### src/rtl/core/wmaf_pkg.sv
// Shared types, constants and helpers of the three-axis window / exponential smoother.
// No dependencies; every other file of the block imports this package.
`default_nettype none

package wmaf_pkg;

	localparam int WINDOW_MAX = 32;
	localparam int TAP_W      = $clog2(WINDOW_MAX);
	localparam int LEN_W      = TAP_W + 1;
	localparam int AXES       = 3;
	localparam int SAMPLE_W   = 16;
	localparam int COEF_FRAC  = 16;
	localparam int COEF_W     = COEF_FRAC + 1;
	localparam int BETA_W     = 16;
	localparam int EMA_W      = SAMPLE_W + 16;
	localparam int OPND_W     = SAMPLE_W + 1;
	localparam int PROD_W     = COEF_W + 1 + OPND_W;
	localparam int ACC_W      = 52;
	localparam int RND_W      = ACC_W - COEF_FRAC;
	localparam int CMD_W      = 2;
	localparam int CFG_IDX_W  = 2;
	localparam int CFG_DATA_W = 16;

	typedef enum logic [CMD_W-1:0] {
		CMD_FILTER  = 2'd0,
		CMD_LOAD    = 2'd1,
		CMD_RESTART = 2'd2
	} cmd_t;

	typedef enum logic [CFG_IDX_W-1:0] {
		REG_MODE = 2'd0,
		REG_LEN  = 2'd1,
		REG_BETA = 2'd2
	} reg_idx_t;

	typedef enum logic [1:0] {
		MODE_SIMPLE = 2'd0,
		MODE_LINEAR = 2'd1,
		MODE_COSINE = 2'd2,
		MODE_EXP    = 2'd3
	} mode_t;

	// one reading per axis, x in the low slice
	typedef logic [AXES-1:0][SAMPLE_W-1:0] axes_t;

	typedef struct packed {
		logic clr;
		logic fill;
		logic shift;
	} cell_ctrl_t;

	typedef struct packed {
		logic clr;
		logic issue;
		logic shift;
	} mac_ctrl_t;

	function automatic logic signed [SAMPLE_W-1:0] sat_sample(
		input logic signed [RND_W-1:0] v
	);
		logic signed [RND_W-1:0] hi;
		logic signed [RND_W-1:0] lo;
		hi = RND_W'((2 ** (SAMPLE_W - 1)) - 1);
		lo = -hi - RND_W'(1);
		if (v > hi) begin
			return hi[SAMPLE_W-1:0];
		end else if (v < lo) begin
			return lo[SAMPLE_W-1:0];
		end
		return v[SAMPLE_W-1:0];
	endfunction

endpackage

`default_nettype wire

### src/rtl/core/wmaf_mac.sv
// Multiply-accumulate lane for one axis: registered product, wide accumulator, rounding.
// Depends on wmaf_pkg.
`default_nettype none

module wmaf_mac import wmaf_pkg::*; (
	input  wire logic                     clk,
	input  wire logic                     arst_n,
	input  wire mac_ctrl_t                ctrl,
	input  wire logic [COEF_W-1:0]        coef,
	input  wire logic signed [OPND_W-1:0] opnd,
	output logic signed [RND_W-1:0]       rnd
);

	localparam logic signed [ACC_W-1:0] HALF =
		{{(ACC_W - COEF_FRAC){1'b0}}, 1'b1, {(COEF_FRAC - 1){1'b0}}};

	logic signed [PROD_W-1:0] prod_s1;
	logic                     issue_s1;
	logic                     shift_s1;
	logic signed [ACC_W-1:0]  acc_q;
	logic signed [ACC_W-1:0]  addend;
	logic signed [ACC_W-1:0]  acc_rnd;

	always_ff @(posedge clk or negedge arst_n) begin
		if (!arst_n) begin
			issue_s1 <= 1'b0;
			shift_s1 <= 1'b0;
		end else begin
			issue_s1 <= ctrl.issue;
			shift_s1 <= ctrl.shift;
		end
	end

	always_ff @(posedge clk) begin
		prod_s1 <= $signed({1'b0, coef}) * opnd;
		if (ctrl.clr) begin
			acc_q <= '0;
		end else if (issue_s1) begin
			acc_q <= acc_q + addend;
		end
	end

	// scaled terms of the exponential sum enter with a 16-bit shift
	always_comb begin
		addend = ACC_W'(prod_s1);
		if (shift_s1) begin
			addend = addend <<< COEF_FRAC;
		end
	end

	assign acc_rnd = acc_q + HALF;
	assign rnd     = acc_rnd[ACC_W-1 -: RND_W];

endmodule

`default_nettype wire

### config.mk
export PLATFORM = sky130hd
export DESIGN_NAME = wmaf_mac
export DESIGN_NICKNAME = d
export VERILOG_FILES = /design/src/rtl/core/wmaf_pkg.sv /design/src/rtl/core/wmaf_mac.sv
export SDC_FILE = /design/constraint.sdc
export NUM_CORES = 1
export LEC_CHECK = 0
export ABC_AREA = 1
export BUFFER_PORTS_ARGS = -buffer_cell sky130_fd_sc_hd__buf_2
export CAP_MARGIN = 5
export CORE_UTILIZATION = 40
export CTS_CLUSTER_DIAMETER = 80
export DETAILED_ROUTE_END_ITERATION = 8
export MAX_ROUTING_LAYER = met4
export PLACE_DENSITY = 0.66
export RECOVER_POWER = 100
export SLEW_MARGIN = 20
export SYNTH_ARGS = -nofsm -noshare
export SYNTH_HDL_FRONTEND = slang
export SYNTH_SLANG_ARGS = --single-unit
### constraint.sdc
create_clock -name clk -period 2.7 [get_ports clk]
set_clock_uncertainty 0.05 [all_clocks]
set_input_delay 0.135 -clock clk [delete_from_list [all_inputs] [get_ports clk]]
set_output_delay 0.135 -clock clk [all_outputs]
set_load 0.02 [all_outputs]
Word level (Yosys, flattened, before mapping). Cells that the tools add are included.

Output and inout bits: 36. Input bits: 39. Logic and storage cells: 8. Register bits: 89.

Mux-type cells: 1. Add/subtract/negate cells: 2. Multipliers: 1.

Operators by type and width (number): $add 52x17->52 const B (1); $add 52x51->52 (1); $mux 50 (1); $mul 18x17->35 (1).

Depth between registers and ports, before layout.
Depth after elaboration: 2. Gate-level depth with buffers: 27. Mapped depth without buffers: 25.

Least setup slack after synthesis. Ideal clock, no wire load.

Path kind: input to register. Start: in coef[1]. End: reg prod_s1[31]. Path buffers: 2. Slack: -2.657 ns. Required time: 2.538 ns. Arrival time: 5.194 ns. Stages: 21. Library setup time: 0.112 ns. Cell sequence: clkbuf_1 > clkbuf_1 > nand2_1 > fa_1 > fa_1 > inv_1 > fa_1 > fa_1 > fa_1 > inv_1 > fa_1 > inv_1 > ha_1 > a21oi_1 > o21ai_0 > a21oi_1 > nor2_1 > a211oi_1 > nand2_1 > nand2_1 > nand2_1.

Word-level cells in the longest chain between the ends: 1.

RTL lines: from (decl) (RTL line wmaf_mac.sv:9) `input wire logic [COEF_W-1:0] coef,`; $mul 18x17->35 (RTL line wmaf_mac.sv:35) `prod_s1 <= $signed({1'b0, coef}) * opnd;`; to (signal assigned) (RTL line wmaf_mac.sv:35); to (decl) (RTL line wmaf_mac.sv:17) `logic signed [PROD_W-1:0] prod_s1;`.

No other way between the ends. A chain may end at the register's enable or synchronous reset.

Final worst setup path.
Start: in opnd[16]. End: reg prod_s1[28].

Word-level cells in the longest chain between the ends: 1.

RTL lines: from (decl) (RTL line wmaf_mac.sv:10) `input wire logic signed [OPND_W-1:0] opnd,`; $mul 18x17->35 (RTL line wmaf_mac.sv:35).

No other way between the ends.

==> results.toml <==
[logic_synthesis]
synth_most_common_cell = "nand2_1"
syn_nets = 3357
synth_edf_count = 0
yosys.area.top_type_share_pct = 23.9
synth_cell_types = 42
synth_top_cell_by_area = "fa_1"
synth.ff_latch_count = 89
async_flop_share_pct = 2.25
synth_area_sq_um = 18800
synth_commonest_cells = "842 x nand2_1, 768 x inv_1, 225 x fa_1"
synth_area_leaders = "fa_1 24%, nand2_1 17%, inv_1 15%"
synth_cells = 2913
ys.flop_type = "dfxtp_1"
seq_area_frac_synth_pct = 9.52
yosys_warnings = 0
synth.avg_cell_area_sq_um = 6.46

[drt]
viasPerCell = 5.06
wl_um = 67000
wl_per_cell_um = 16.9
dr.pass1.iters = 6
drc = 0
postRouteAntennaNets = 0
drtIter0Drc = 1575
vias = 20085

[floorplan]
top_level_ports = 75
initial_utilization_pct = 40.5
die_h_um = 219
die_w_um = 219
design.die.area_sq_um = 47900
rows = 79
core_area_sq_um = 46500

[timing]
max_slew_margin_pct = 35.2
fin_ws_ps = -1860
final.period_utilization_pct = 169
rsz0062_at_grt = "yes"
worst_pin_slew_ps = 972
setup_viol = 86
slew_violations = 0
whs_ps = 13.2
fmax_ghz = 0.220
fin_crit_ps = 4560
final-hold-violation-count = 0

[global_route]
grt_pass1_wl_um = 95100
grt_usage_pct = 26.0
grt_overflow_total = 0
grt_pass1_vias = 18618
grt_max_degree = 42
antenna_found_initial = 0

[worst_setup_path]
cpMostUsedCell = "fa_1"
crit_chain = "buf_8 -> inv_8 -> buf_12 -> or2_4 -> fa_2 -> fa_1 -> inv_1 -> fa_1 -> fa_2 -> fa_1 -> inv_1 -> fa_1 -> inv_2 -> ha_4 -> nand2_4 -> inv_4 -> nand2_4 -> nor3_4 -> nand4_1 -> nand3_4 -> a21oi_2 -> xnor2_1"
cp_slowest_stage_delay_ps = 500
r2r_slack_ps = -680
r2r_cells = 15
crit_arrival_ps = 4790
setup.worst_path.class = "primary input to flip-flop"
worstPathRequired_ps = 2930
critPathMaxFanout = 8
slowest_stage = "fa_1"
critPathCaptureType = "flip-flop"
cp-start-kind = "primary input"

[finish]
antennaDiodeCount = 0
area_growth_pct = 52.5
layout-drive-gt1-share_pct = 40.5
nNetsFinal = 3805

[clock_tree]
cts_tree = "done"
clockBufferDepth = 2
htreeDepth = 3
clk_pin_slew_ps = 80
numCtsBuffers = 9
clk_latency_ps = 380
cts.sinks = 89
clockRootBuffer = "clkbuf_16"

[min_path]
hold_class = "primary input to asynchronous set/reset pin"

[placement]
place_congestion = 1.01
place_hpwl_um = 48900
portBuffers = 74

[run_status]
violations = "setup timing"
status = "finished, violations left"

[job]
drv_cap = 0
==> worst max-delay path: cells and delay by family <==
family	cells	cell delay, ps
AO/OA/AOI/OAI	1	60
AND/OR/NAND/NOR	6	860
adder cells (fa/ha/maj)	7	3130
buffers and inverters	7	490
XOR/XNOR	1	110
==> registers in the layout, indices dropped and copies added (netlist names) <==
| register | cells |
|---|---|
| acc_q | 52 |
| issue_s1 | 1 |
| prod_s1 | 35 |
| shift_s1 | 1 |
==> per-stage QoR <==
stage	instances	setup slack (ps)	setup TNS [ps]	util [%]	area, sq um
after global routing	3973	-2010	-79630	61.8	28700
after floorplan	2913	-2050	-50440	-	20200
after detailed placement	3849	-2520	-68100	49.5	23000
after CTS	3896	-1850	-45320	53.2	24700
final	3973	-1860	-68840	61.8	28700
after global placement	3849	-2450	-67620	49.5	23000
==> cell families (layout without fill, tap and decap cells) <==
| kind of cell | after synthesis | in the layout | synth area share, % |
|---|---|---|---|
| flip-flops | 89 | 89 | 9.52 |
| adder cells (fa/ha/maj) | 405 | 405 | 35.9 |
| AO/OA/AOI/OAI | 220 | 220 | 6.21 |
| XOR/XNOR | 84 | 84 | 3.91 |
| AND/OR/NAND/NOR | 1255 | 1255 | 27.3 |
| buffers and inverters | 860 | 1313 | 17.2 |
==> routing by layer <==
metal	track usage [%]	routed length, um	vias to the layer above
met4	9.05	3490	0
met1	32.2	26900	9612
met3	1.44	3390	239
met2	44.8	33200	750
li1	-	-	9484
met5	-	0	-
==> layout by cell type, fill, tap and decap left out, drive strengths merged <==
master / instances
nand2: 846
inv: 771
buf: 496
fa: 225
nor2: 224
ha: 180
a21oi: 104
nand3: 94
o21ai: 92
dfxtp: 87
xor2: 70
clkbuf: 39
nor3: 33
nand4: 30
nor4: 16
xnor2: 14
or2: 8
o21bai: 8
a21boi: 5
dlygate4sd3: 3
clkinv: 3
a21o: 3
and2: 2
a31o: 2
dfrtp: 2
o21a: 2
o211a: 1
a31oi: 1
a211oi: 1
o211ai: 1
nor3b: 1
nand3b: 1
bufinv: 1
==> what timing repair did <==
action	in CTS	in global routing
hold buffers	3	0
pin swaps	115	357
gates resized for setup	323	868
buffers inserted	23	73
hold endpoints to repair	4	0
endpoints found under the setup margin	69	79
gates cloned	5	5
==> final timing paths <==
kind                                            start                      to
worst min register to register  acc_q[1]$_SDFFE_PP0P_   acc_q[1]$_SDFFE_PP0P_
worst min-delay path                           arst_n      issue_s1$_DFF_PN0_
worst max register to register     shift_s1$_DFF_PN0_  acc_q[40]$_SDFFE_PP0P_
min in group clk                              ctrl[2]   acc_q[2]$_SDFFE_PP0P_
worst max-delay path                         opnd[16]     prod_s1[28]$_DFF_P_
max in group asynchronous                      arst_n      shift_s1$_DFF_PN0_
==> final cells by class <==
class	instances	area, sq um
repair buffers	529	4750
clock buffers	9	225
fillers	3771	17800
multi-input cells	1964	18100
clock inverters	7	95.1
flip-flops and latches	89	1800
inverters	768	2930
well taps	607	759
Power is not shown: default switching activity piles up to over one toggle a cycle in this logic, so the estimate is an artifact.
